`src/appc_pkg.sv`:
```
`default_nettype none

package appc_pkg;

   // Window and stream geometry.
   localparam int WIN_LEN      = 15;
   localparam int FILL_W       = $clog2(WIN_LEN + 1);
   localparam int BYTE_W       = 8;
   localparam int POS_W        = 6;
   localparam int HEADER_BYTES = 36;
   localparam int CHECK_OFFSET = 9;
   localparam int PATCH_FIRST  = 9;

   // Configuration register widths.
   localparam int DEV_W       = 5;
   localparam int FUNC_W      = 3;
   localparam int CSR_INDEX_W = 2;
   localparam int CSR_DATA_W  = 5;

   // Result packing.
   localparam int STATUS_W    = 2;
   localparam int RSP_FIELD_W = 2 * BYTE_W + STATUS_W;
   localparam int RSP_TDATA_W = ((RSP_FIELD_W + 7) / 8) * 8;

   localparam int QUEUE_DEPTH_DEFAULT = 4;

   // Path text that is rewritten; the first character sits in the top byte.
   localparam logic [WIN_LEN*BYTE_W-1:0] PATH_PATTERN = "/0000:00:ff.ff/";
   localparam logic [BYTE_W-1:0] CHAR_DOT   = 8'h2e;
   localparam logic [BYTE_W-1:0] CHAR_SLASH = 8'h2f;

   typedef enum logic [STATUS_W-1:0] {
      STATUS_OK        = 2'd0,
      STATUS_SHORT     = 2'd1,
      STATUS_NO_DEVICE = 2'd2
   } status_type;

   typedef enum logic [CSR_INDEX_W-1:0] {
      CSR_DEVICE_NUMBER   = 2'd0,
      CSR_FUNCTION_NUMBER = 2'd1,
      CSR_DEVICE_KNOWN    = 2'd2
   } csr_index_type;

   // One byte on its way from the window to the result stage.
   typedef struct packed {
      logic [BYTE_W-1:0] data;
      logic              last;
      logic              known;
   } entry_type;

   function automatic logic [BYTE_W-1:0] pattern_byte(input logic [FILL_W-1:0] idx);
      logic [WIN_LEN*BYTE_W-1:0] shifted;
      shifted = PATH_PATTERN >> ((WIN_LEN - 1 - int'(idx)) * BYTE_W);
      return shifted[BYTE_W-1:0];
   endfunction

   // Lower-case hex character for one nibble.
   function automatic logic [BYTE_W-1:0] hex_digit(input logic [3:0] v);
      logic [BYTE_W-1:0] result;
      if (v < 4'd10) begin
         result = 8'h30 + {4'h0, v};
      end else begin
         result = 8'h57 + {4'h0, v};
      end
      return result;
   endfunction

endpackage

`default_nettype wire

```
`src/acpi_pci_path_patch_checksum_top.sv`:
```
// ACPI table path patcher with checksum recompute.
// Table bytes enter on the req_ stream, one item per byte, req_tlast on the final one.
// Patched bytes leave on the rsp_ stream in the same order, one item per byte.
// Each byte is held in a 15-byte window; it leaves when 14 newer bytes have arrived,
// so once the window is full the stream runs at one byte per cycle unless the queue
// is full. A leaving byte passes the queue and then the output register to reach rsp_.
// After the final byte the window drains up to 15 bytes, one per cycle unless the queue
// is full; req_tready stays low until the last byte has entered the queue.
// The byte at the checksum offset is sent as zero; the final item carries the
// value for that offset and a status code in its tdata.
// The csr_ port writes the boot device and function numbers and the device-known flag;
// the user must write it only while no table is in flight; the block does not enforce it.
// Reset is synchronous; it empties the window, queue and output register and sets
// the device to 0, the function to 0 and device-known to 1.
// When rsp_tready is low the output register holds its item, the queue fills, and
// req_tready drops once the queue is full; nothing is lost.

`default_nettype none

module acpi_pci_path_patch_checksum_top #(
   parameter int QUEUE_DEPTH = appc_pkg::QUEUE_DEPTH_DEFAULT
) (
   input  wire logic                              clock,
   input  wire logic                              reset,
   // Input stream.
   input  wire logic                              req_tvalid,
   output logic                                   req_tready,
   input  wire logic [appc_pkg::BYTE_W-1:0]       req_tdata,   // [7:0] table_byte
   input  wire logic                              req_tlast,   // table_end
   // Result stream.
   output logic                                   rsp_tvalid,
   input  wire logic                              rsp_tready,
   output logic [appc_pkg::RSP_TDATA_W-1:0]       rsp_tdata,   // [7:0] out_byte,
                                                               // [15:8] fill_value,
                                                               // [17:16] status, rest zero
   output logic                                   rsp_tlast,   // out_last
   // Configuration writes.
   input  wire logic                              csr_we,
   input  wire logic [appc_pkg::CSR_INDEX_W-1:0]  csr_index,
   input  wire logic [appc_pkg::CSR_DATA_W-1:0]   csr_wdata
);
   import appc_pkg::*;

   logic [DEV_W-1:0]  device_number_ff;
   logic [FUNC_W-1:0] function_number_ff;
   logic              device_known_ff;

   logic              push_valid;
   entry_type         push_entry;
   logic              q_full;
   logic              head_valid;
   entry_type         head_entry;
   logic              pop;

   logic [BYTE_W-1:0] rsp_byte;
   logic [BYTE_W-1:0] rsp_fill;
   status_type        rsp_status;

   // Configuration registers; writes to an unused index are ignored.
   always_ff @(posedge clock) begin
      if (reset) begin
         device_number_ff   <= '0;
         function_number_ff <= '0;
         device_known_ff    <= 1'b1;
      end else if (csr_we) begin
         case (csr_index_type'(csr_index))
            CSR_DEVICE_NUMBER: begin
               device_number_ff <= csr_wdata[DEV_W-1:0];
            end
            CSR_FUNCTION_NUMBER: begin
               function_number_ff <= csr_wdata[FUNC_W-1:0];
            end
            CSR_DEVICE_KNOWN: begin
               device_known_ff <= csr_wdata[0];
            end
            default: begin
            end
         endcase
      end
   end

   // Front: window, path match and patch.
   appc_front u_front (
      .clock           (clock),
      .reset           (reset),
      .req_valid       (req_tvalid),
      .req_ready       (req_tready),
      .req_data        (req_tdata),
      .req_end         (req_tlast),
      .device_number   (device_number_ff),
      .function_number (function_number_ff),
      .device_known    (device_known_ff),
      .push_valid      (push_valid),
      .push_entry      (push_entry),
      .q_full          (q_full)
   );

   // Short queue decoupling the window from the output side.
   appc_queue #(
      .DEPTH (QUEUE_DEPTH)
   ) u_queue (
      .clock      (clock),
      .reset      (reset),
      .push_valid (push_valid),
      .push_entry (push_entry),
      .full       (q_full),
      .head_valid (head_valid),
      .head_entry (head_entry),
      .pop        (pop)
   );

   // Back: checksum offset zeroing, byte sum and final status.
   appc_back u_back (
      .clock      (clock),
      .reset      (reset),
      .head_valid (head_valid),
      .head_entry (head_entry),
      .pop        (pop),
      .rsp_valid  (rsp_tvalid),
      .rsp_ready  (rsp_tready),
      .rsp_byte   (rsp_byte),
      .rsp_last   (rsp_tlast),
      .rsp_fill   (rsp_fill),
      .rsp_status (rsp_status)
   );

   assign rsp_tdata = {{(RSP_TDATA_W - RSP_FIELD_W){1'b0}}, rsp_status, rsp_fill, rsp_byte};

endmodule

`default_nettype wire

```
`src/appc_front.sv`:
```
`default_nettype none

module appc_front (
   input  wire logic                          clock,
   input  wire logic                          reset,
   input  wire logic                          req_valid,
   output logic                               req_ready,
   input  wire logic [appc_pkg::BYTE_W-1:0]   req_data,
   input  wire logic                          req_end,
   input  wire logic [appc_pkg::DEV_W-1:0]    device_number,
   input  wire logic [appc_pkg::FUNC_W-1:0]   function_number,
   input  wire logic                          device_known,
   output logic                               push_valid,
   output appc_pkg::entry_type                push_entry,
   input  wire logic                          q_full
);
   import appc_pkg::*;

   logic [BYTE_W-1:0] win_ff [WIN_LEN];
   logic [BYTE_W-1:0] win_in [WIN_LEN];
   logic [FILL_W-1:0] fill_ff, fill_in;
   logic [POS_W-1:0]  pos_ff, pos_in;
   logic              flush_ff, flush_in;
   logic              known_ff, known_in;

   logic [BYTE_W-1:0] cand [WIN_LEN];
   logic [BYTE_W-1:0] patched [WIN_LEN];
   logic              accept;
   logic              window_full;
   logic              pattern_hit;
   logic              do_patch;

   assign req_ready = !flush_ff && !q_full;
   assign accept    = req_valid && req_ready;
   assign window_full = (fill_ff == FILL_W'(WIN_LEN - 1));

   // Window with the incoming byte placed behind the stored ones.
   always_comb begin
      for (int i = 0; i < WIN_LEN; i++) begin
         cand[i] = (fill_ff == FILL_W'(i)) ? req_data : win_ff[i];
      end
   end

   always_comb begin
      pattern_hit = 1'b1;
      for (int i = 0; i < WIN_LEN; i++) begin
         if (cand[i] != pattern_byte(FILL_W'(i))) begin
            pattern_hit = 1'b0;
         end
      end
   end

   assign do_patch = device_known && (pos_ff >= POS_W'(HEADER_BYTES)) && pattern_hit;

   always_comb begin
      for (int i = 0; i < WIN_LEN; i++) begin
         patched[i] = cand[i];
      end
      if (do_patch) begin
         patched[PATCH_FIRST]     = hex_digit({3'b000, device_number[DEV_W-1]});
         patched[PATCH_FIRST + 1] = hex_digit(device_number[3:0]);
         patched[PATCH_FIRST + 2] = CHAR_DOT;
         patched[PATCH_FIRST + 3] = hex_digit({1'b0, function_number});
         patched[PATCH_FIRST + 4] = CHAR_SLASH;
      end
   end

   always_comb begin
      for (int i = 0; i < WIN_LEN; i++) begin
         win_in[i] = win_ff[i];
      end
      fill_in          = fill_ff;
      pos_in           = pos_ff;
      flush_in         = flush_ff;
      known_in         = known_ff;
      push_valid       = 1'b0;
      push_entry.data  = win_ff[0];
      push_entry.last  = 1'b0;
      push_entry.known = known_ff;

      if (flush_ff) begin
         // Drain the window one byte per cycle after the final byte, while the queue has room.
         if (!q_full) begin
            push_valid      = 1'b1;
            push_entry.last = (fill_ff == FILL_W'(1));
            for (int i = 0; i < WIN_LEN - 1; i++) begin
               win_in[i] = win_ff[i + 1];
            end
            fill_in = fill_ff - FILL_W'(1);
            if (fill_ff == FILL_W'(1)) begin
               flush_in = 1'b0;
               pos_in   = '0;
            end
         end
      end else if (accept) begin
         if (req_end) begin
            for (int i = 0; i < WIN_LEN; i++) begin
               win_in[i] = cand[i];
            end
            fill_in  = fill_ff + FILL_W'(1);
            flush_in = 1'b1;
            known_in = device_known;
         end else if (window_full) begin
            // Window complete: release the oldest byte, possibly patched.
            push_valid       = 1'b1;
            push_entry.data  = patched[0];
            push_entry.known = device_known;
            for (int i = 0; i < WIN_LEN - 1; i++) begin
               win_in[i] = patched[i + 1];
            end
            if (pos_ff != {POS_W{1'b1}}) begin
               pos_in = pos_ff + POS_W'(1);
            end
         end else begin
            for (int i = 0; i < WIN_LEN; i++) begin
               win_in[i] = cand[i];
            end
            fill_in = fill_ff + FILL_W'(1);
         end
      end
   end

   always_ff @(posedge clock) begin
      for (int i = 0; i < WIN_LEN; i++) begin
         win_ff[i] <= win_in[i];
      end
      if (reset) begin
         fill_ff  <= '0;
         pos_ff   <= '0;
         flush_ff <= 1'b0;
         known_ff <= 1'b1;
      end else begin
         fill_ff  <= fill_in;
         pos_ff   <= pos_in;
         flush_ff <= flush_in;
         known_ff <= known_in;
      end
   end

   a_push_has_room: assert property (@(posedge clock) disable iff (reset)
      push_valid |-> !q_full)
      else $error("front pushed into a full queue");

   a_last_empties_window: assert property (@(posedge clock) disable iff (reset)
      push_valid && push_entry.last |=> fill_ff == '0 && !flush_ff)
      else $error("window not empty after the final byte left");

endmodule

`default_nettype wire

```
`src/appc_queue.sv`:
```
`default_nettype none

module appc_queue #(
   parameter int DEPTH = appc_pkg::QUEUE_DEPTH_DEFAULT
) (
   input  wire logic                 clock,
   input  wire logic                 reset,
   input  wire logic                 push_valid,
   input  wire appc_pkg::entry_type  push_entry,
   output logic                      full,
   output logic                      head_valid,
   output appc_pkg::entry_type       head_entry,
   input  wire logic                 pop
);
   import appc_pkg::*;

   localparam int PTR_W = (DEPTH > 1) ? $clog2(DEPTH) : 1;
   localparam int CNT_W = $clog2(DEPTH + 1);

   entry_type         mem [DEPTH];
   logic [PTR_W-1:0]  wr_ptr_ff, wr_ptr_in;
   logic [PTR_W-1:0]  rd_ptr_ff, rd_ptr_in;
   logic [CNT_W-1:0]  count_ff, count_in;
   logic              do_push, do_pop;

   assign full       = (count_ff == CNT_W'(DEPTH));
   assign head_valid = (count_ff != '0);
   assign head_entry = mem[rd_ptr_ff];
   assign do_push    = push_valid && !full;
   assign do_pop     = pop && head_valid;

   always_comb begin
      wr_ptr_in = wr_ptr_ff;
      rd_ptr_in = rd_ptr_ff;
      count_in  = count_ff;
      if (do_push) begin
         wr_ptr_in = (wr_ptr_ff == PTR_W'(DEPTH - 1)) ? '0 : wr_ptr_ff + PTR_W'(1);
      end
      if (do_pop) begin
         rd_ptr_in = (rd_ptr_ff == PTR_W'(DEPTH - 1)) ? '0 : rd_ptr_ff + PTR_W'(1);
      end
      if (do_push && !do_pop) begin
         count_in = count_ff + CNT_W'(1);
      end else if (do_pop && !do_push) begin
         count_in = count_ff - CNT_W'(1);
      end
   end

   always_ff @(posedge clock) begin
      if (do_push) begin
         mem[wr_ptr_ff] <= push_entry;
      end
   end

   always_ff @(posedge clock) begin
      if (reset) begin
         wr_ptr_ff <= '0;
         rd_ptr_ff <= '0;
         count_ff  <= '0;
      end else begin
         wr_ptr_ff <= wr_ptr_in;
         rd_ptr_ff <= rd_ptr_in;
         count_ff  <= count_in;
      end
   end

   a_count_bound: assert property (@(posedge clock) disable iff (reset)
      count_ff <= CNT_W'(DEPTH))
      else $error("queue count beyond its depth");

endmodule

`default_nettype wire

```
`src/appc_back.sv`:
```
`default_nettype none

module appc_back (
   input  wire logic                          clock,
   input  wire logic                          reset,
   input  wire logic                          head_valid,
   input  wire appc_pkg::entry_type           head_entry,
   output logic                               pop,
   output logic                               rsp_valid,
   input  wire logic                          rsp_ready,
   output logic [appc_pkg::BYTE_W-1:0]        rsp_byte,
   output logic                               rsp_last,
   output logic [appc_pkg::BYTE_W-1:0]        rsp_fill,
   output appc_pkg::status_type               rsp_status
);
   import appc_pkg::*;

   logic [POS_W-1:0]  pos_ff, pos_in;
   logic [BYTE_W-1:0] sum_ff, sum_in;
   logic [BYTE_W-1:0] saved_ff, saved_in;
   logic              valid_ff, valid_in;
   logic [BYTE_W-1:0] byte_ff, byte_in;
   logic              last_ff, last_in;
   logic [BYTE_W-1:0] fill_ff, fill_in;
   status_type        status_ff, status_in;

   logic              at_check;
   logic [BYTE_W-1:0] sent_byte;
   logic [BYTE_W-1:0] sum_next;
   logic [BYTE_W-1:0] saved_next;
   logic              too_short;

   assign pop = head_valid && (!valid_ff || rsp_ready);

   assign at_check   = (pos_ff == POS_W'(CHECK_OFFSET));
   assign sent_byte  = at_check ? '0 : head_entry.data;
   assign saved_next = at_check ? head_entry.data : saved_ff;
   assign sum_next   = sum_ff + sent_byte;
   // Table length is the bytes sent before this one plus this one.
   assign too_short  = (({1'b0, pos_ff} + (POS_W + 1)'(1)) < (POS_W + 1)'(HEADER_BYTES));

   always_comb begin
      pos_in    = pos_ff;
      sum_in    = sum_ff;
      saved_in  = saved_ff;
      valid_in  = valid_ff && !rsp_ready;
      byte_in   = byte_ff;
      last_in   = last_ff;
      fill_in   = fill_ff;
      status_in = status_ff;
      if (pop) begin
         valid_in  = 1'b1;
         byte_in   = sent_byte;
         last_in   = head_entry.last;
         fill_in   = '0;
         status_in = STATUS_OK;
         if (head_entry.last) begin
            if (too_short) begin
               fill_in   = saved_next;
               status_in = STATUS_SHORT;
            end else if (!head_entry.known) begin
               fill_in   = saved_next;
               status_in = STATUS_NO_DEVICE;
            end else begin
               fill_in = BYTE_W'(8'd0 - sum_next);
            end
            pos_in   = '0;
            sum_in   = '0;
            saved_in = '0;
         end else begin
            sum_in   = sum_next;
            saved_in = saved_next;
            if (pos_ff != {POS_W{1'b1}}) begin
               pos_in = pos_ff + POS_W'(1);
            end
         end
      end
   end

   always_ff @(posedge clock) begin
      byte_ff   <= byte_in;
      last_ff   <= last_in;
      fill_ff   <= fill_in;
      status_ff <= status_in;
      if (reset) begin
         pos_ff   <= '0;
         sum_ff   <= '0;
         saved_ff <= '0;
         valid_ff <= 1'b0;
      end else begin
         pos_ff   <= pos_in;
         sum_ff   <= sum_in;
         saved_ff <= saved_in;
         valid_ff <= valid_in;
      end
   end

   assign rsp_valid  = valid_ff;
   assign rsp_byte   = byte_ff;
   assign rsp_last   = last_ff;
   assign rsp_fill   = fill_ff;
   assign rsp_status = status_ff;

   a_summary_only_on_last: assert property (@(posedge clock) disable iff (reset)
      valid_ff && !last_ff |-> status_ff == STATUS_OK && fill_ff == '0)
      else $error("checksum fields set on a byte that is not final");

endmodule

`default_nettype wire
```
`config.mk`:
```
export PLATFORM = sky130hd
export DESIGN_NAME = acpi_pci_path_patch_checksum_top
export DESIGN_NICKNAME = d
export VERILOG_FILES = /design/src/appc_pkg.sv /design/src/acpi_pci_path_patch_checksum_top.sv /design/src/appc_front.sv /design/src/appc_queue.sv /design/src/appc_back.sv
export SDC_FILE = /design/constraint.sdc
export NUM_CORES = 1
export LEC_CHECK = 0
export ABC_CLOCK_PERIOD_IN_PS = 4310
export BUFFER_PORTS_ARGS = -buffer_cell sky130_fd_sc_hd__buf_4
export CAP_MARGIN = 10
export CORE_UTILIZATION = 50
export DETAILED_ROUTE_END_ITERATION = 8
export GPL_ROUTABILITY_DRIVEN = 1
export HOLD_SLACK_MARGIN = 0.08
export PLACE_DENSITY_LB_ADDON = 0.3
export SYNTH_ARGS = -nofsm -noshare
export SYNTH_HDL_FRONTEND = slang
export SYNTH_SLANG_ARGS = --single-unit
export TNS_END_PERCENT = 100
```
`constraint.sdc`:
```
create_clock -name clock -period 4.31 [get_ports clock]
set_input_delay 0.431 -clock clock [delete_from_list [all_inputs] [get_ports clock]]
set_output_delay 0.431 -clock clock [all_outputs]
set_load 0.01 [all_outputs]
```
# Yosys cells after proc, flatten, opt, wreduce, memory -nomap -nowiden
# Memories as Yosys holds them, arrays and structs flattened. A register that Yosys moved wholly into a read port is not among the register bits.
# Index checks and enable logic that the tools add are counted.
[totals]
in_bits = 21
out_inout_bits = 27
ram_bits = 160
memories = 2
reg_bits = 70
elab_cells = 208
[mem_list]
columns = ["memory", "words", "word_bits", "read_ports", "rd_ports_with_merged_regs", "write_ports", "line_no", "rtl"]
rows = [
  ["u_front.win_ff", 15, 8, 15, 0, 15, "appc_front.sv:19", "logic [BYTE_W-1:0] win_ff [WIN_LEN];"],
  ["u_queue.mem", 4, 10, 1, 1, 1, "appc_queue.sv:20", "entry_type mem [DEPTH];"],
]
[classes]
muxes = 91
addsub = 16
n_lt_le_gt_ge = 4
eq_ne = 41
n_bitwise = 2
n_reduce_logical = 33
[ops]
columns = ["operator", "n"]
rows = [
  ["$mux 112", 3],
  ["$mux 120", 2],
  ["$mux 8", 29],
  ["$ne 8x6->1 const B", 11],
  ["$mux 6", 9],
  ["$mux 40", 1],
  ["$mux 1", 35],
  ["$ne 8x7->1 const B", 4],
  ["$eq 4x4->1 const B", 7],
  ["$mux 4", 5],
  ["$eq 4x3->1 const B", 4],
  ["$add 6x1->6 const B", 2],
  ["$ne 6x6->1 const B", 2],
  ["$logic_and 1x1->1", 10],
  ["$mux 2", 5],
  ["$reduce_bool 2->1", 5],
  ["$add 7x3->8 const A", 1],
  ["$add 7x4->8 const A", 1],
  ["$add 8x8->8", 1],
  ["$eq 4x2->1 const B", 2],
  ["$reduce_and 2->1", 4],
  ["$sub 1x8->8 const A", 1],
  ["$add 6x1->7 const A", 1],
  ["$add 6x1->7 const B", 1],
  ["other kinds (29)", 41],
]

# Depth between registers and ports, before layout
[logic_depth]
word_depth = 24
ltp_mapped = 16
ltp_nobuf = 14

# Modules after synthesis
# From an unflattened synthesis, not the netlist that was laid out.
[unflattened]
cells_unflattened = 1341
area_unflattened_um2 = 13972.2
[modules_own_cells]
columns = ["mod", "n_inst", "area_each_um2", "seq_area_each_um2", "cells_per_inst"]
rows = [
  ["appc_front", 1, 9201.3, 3843.7, 947],
  ["appc_back", 1, 2392.3, 1031.0, 248],
  ["appc_queue", 1, 1933.1, 1381.3, 102],
  ["acpi_pci_path_patch_checksum_top", 1, 445.4, 180.2, 44],
]

# Least setup slack after synthesis
# Ideal clock, no wire load.
[synth_path]
path_type = "reg2reg"
startpoint = "reg, netlist name u_queue.count_ff[0]"
endpoint = "mem u_front.win_ff[0][0], enable pin"
path_buffers = 1
t_required_ps = 3300
path_stages_with_launch = 6
setup_ps = 1010
synth_period_minus_slack_ps = 3957
arrival_time_ps = 2946
path_slack_ps = 353
path_cell_list = "dfxtp_1 -> nor3b_1 -> nor2_1 -> nand2_1 -> clkbuf_1 -> nand2_1"
[synth_lines]
columns = ["element", "line_no"]
rows = [
  ["to (decl)", "appc_front.sv:19"],
]

==> results.cfg <==
[run_status]
outcome = finished, final reports clean

[power_and_ir_drop]
switchingPower_mw = 3.418
max-vdd-ir-drop_mv = 0.5406
swShare_pct = 36.54
power_frac_clock_pct = 23.0
seqPwrFrac_pct = 40.8
report.power.total_mw = 9.354
power.density_mw_per_mm2 = 644.0
p_leak_nw = 5.688
intPower_mw = 5.936
comb_power_share_pct = 36.2

[floorplanning]
dieArea_mm2 = 0.02705
core_mm2 = 0.02598
rows = 59
pin_count = 48
die_w_um = 164.5
fp.dieH_um = 164.5
start_util_pct = 50.78

[clocking]
cts-hold-fix-buffers = 0
numCtsBuffers = 26
cts.sinks = 232
clk_latency_ps = 540
clock_path_buffers = 3
clk_pin_slew_ps = 60
postCtsResizedCells = 0
cts_tree = built
post_cts_buffers = 0
clockRootBuffer = clkbuf_16
htreeDepth = 1

[synthesis]
synthesis.area_mm2 = 0.01320
synth-seq-area-share_pct = 48.77
avgSynthCellArea_um2 = 10.27
ys_types = 73
synthFlopType = edfxtp_1
syn_inst = 1285
yosys_register_bits = 232
ys_warn_count = 0
synthArstFlopShare_pct = 0
synth_edf_count = 179

[place]
dp_cells = 1581
place.detailed.hpwl_um = 22410
gp_congestion = 0.8961
port_buffers = 41

[cells_and_area]
nets = 1321
n_fill_cell = 2193
drive_gt1_share_pct = 11.98
final_cell_mix = nand2_1 (197), edfxtp_1 (179), mux2i_1 (113)
n_antenna_cell = 0
regArea_mm2 = 0.006440
multi_input_area_mm2 = 0.006220
final_common_cell = nand2_1
layout.cells.non_filler = 1629
area_growth_pct = 10.06

[min_path]
min_from = csr_wdata[4]
hp-class = in2reg
whs_path_depth = 3
hold_end = device_number_ff[4]

[route]
ant_nets = 0
wl_per_cell_um = 21.08
routed_wl_um = 34340
drt_pass1_iterations = 6
drt-initial-drc-count = 1238
vias_per_cell = 6.293
dr_total_vias = 10250
drc_errors = 0

[timing]
slew_headroom_pct = 25.95
fin_crit_ps = 3820
tightest_slew_ps = 1111
setup_tns_ps = 0
clock_skew_ps = 8.175
rsz0062_at_grt = false
setup_violations = 0
timing.final.crit_share_pct = 88.64
drv_slew = 0
hold_viol = 0
fmax_ghz = 0.2618

[setup_path]
critPathLaunchType = flip-flop
endpoint_kind = flip-flop
r2r_cells = 7
rrSetupSlack_ps = 490
timing.rr.start = u_front.fill_ff[3]
reg2reg_to = u_front.win_ff[1][8]
critical_path_required_ps = 4680
crit_fanout = 21
crit_type = reg2reg
cp.arrival_ps = 4190

[global_routing]
grt_max_degree = 106
grt_pass1_vias = 9632
grt_pass1_wl_um = 53870
gr-total-overflow = 0
grtUsageTotal_pct = 25.50
antenna_found_initial = 0

[job]
maxCapViolations = 0
[worst max path at each step]
stage                     depth (start not counted)  slack, ps                start                    to
after floorplan                                   5        350  u_queue.count_ff[0]  u_front.win_ff[0][0]
after global placement                            8        680   u_front.fill_ff[0]  u_front.win_ff[1][8]
after detailed placement                          8        540   u_front.fill_ff[0]  u_front.win_ff[1][8]
after CTS                                         8        500   u_front.fill_ff[0]  u_front.win_ff[1][8]
after global routing                              7        210   u_front.fill_ff[3]  u_front.win_ff[1][8]
final                                             7        490   u_front.fill_ff[3]  u_front.win_ff[1][8]
[kinds of logic after synthesis]
kind of cell               Yosys count  share of synthesized area [%]
AOI/OAI and AO/OA                  279                          14.93
xor gates and xnor gates            23                          1.526
adders and majority gates           26                          2.579
buffers and inverters              138                          4.371
DFF                                232                          48.77
muxes                              142                          11.87
other                                1                        0.02842
and+or+nand+nor                    444                          15.92
[sequential cells by signal, summed over array words and instances, names as in the netlist, 2 cells and up, named ones only]
name / count
u_front.win_ff: 120
u_queue.mem: 40
u_back.rsp_byte: 8
u_back.rsp_fill: 8
u_back.saved_ff: 8
u_back.sum_ff: 8
u_back.pos_ff: 6
u_front.pos_ff: 6
device_number_ff: 5
u_front.fill_ff: 4
function_number_ff: 3
u_queue.count_ff: 3
u_back.rsp_status: 2
u_queue.rd_ptr_ff: 2
u_queue.wr_ptr_ff: 2
[power groups by stage]
| stage | sequential [mW] | combinational [mW] | clock [mW] |
|---|---|---|---|
| after CTS | 3.80 | 3.36 | 2.19 |
| after detailed placement | 3.84 | 3.34 | 0 |
| after global placement | 3.82 | 3.31 | 0 |
| after global routing | 3.89 | 3.72 | 2.27 |
| final | 3.82 | 3.38 | 2.15 |
| after floorplan | 3.69 | 2.48 | 0 |
[Yosys cell counts (all sizes together), types with 14 or more instances]
cell type	n	area (um2)
a32o	55	550.5
buf	29	167.7
nand2	198	743.2
nand3	20	105.1
nor3	16	80.08
ha	24	300.3
a21oi	70	350.3
edfxtp	179	5375
xnor2	16	140.1
mux2	20	232.7
mux2i	113	1131
clkbuf	84	315.3
inv	25	93.84
a22o	19	166.4
nor3b	14	115.1
o21ai	54	270.3
nor2	106	397.9
dfxtp	53	1061
[critical path, stage by stage, from the launching register on]
cell     delay, ps
dfxtp_1        790
nand3_1        690
mux2i_1        490
or4b_1         480
nor4_1         250
nand4_1        230
or4_4          490
o31ai_2        240
[layer usage]
metal	global-route usage [%]	wire, um	up-vias
met4	8.007	871	0
met2	39.62	15700	452
met5	0	0	-
met1	36.56	15140	4987
li1	-	-	4751
met3	3.817	2635	61
[per-stage QoR]
stage / instance area [um2] / worst slack, ps / utilization (%) / hold slack, ps
2_1_floorplan: 13220 / 353.4 / - / 435.2
3_3_place_gp: 13700 / 682.7 / 52.74 / 449.3
3_5_place_dp: 13700 / 541.7 / 52.74 / 449.7
4_1_cts: 14520 / 501.1 / 55.89 / 108.8
5_1_grt: 14520 / 214.4 / 55.89 / 124.9
6_report: 14520 / 489.8 / 55.89 / 130.4
[cell type report]
type | instances | share of cell area [%]
inverter | 25 | 0.6461
tap | 335 | 2.886
sequential | 232 | 44.34
clock inverter | 18 | 1.068
multi-input combinational | 920 | 42.82
timing repair buffer | 69 | 3.653
clock buffer | 30 | 4.583
Power figures use the tool's default switching activity.
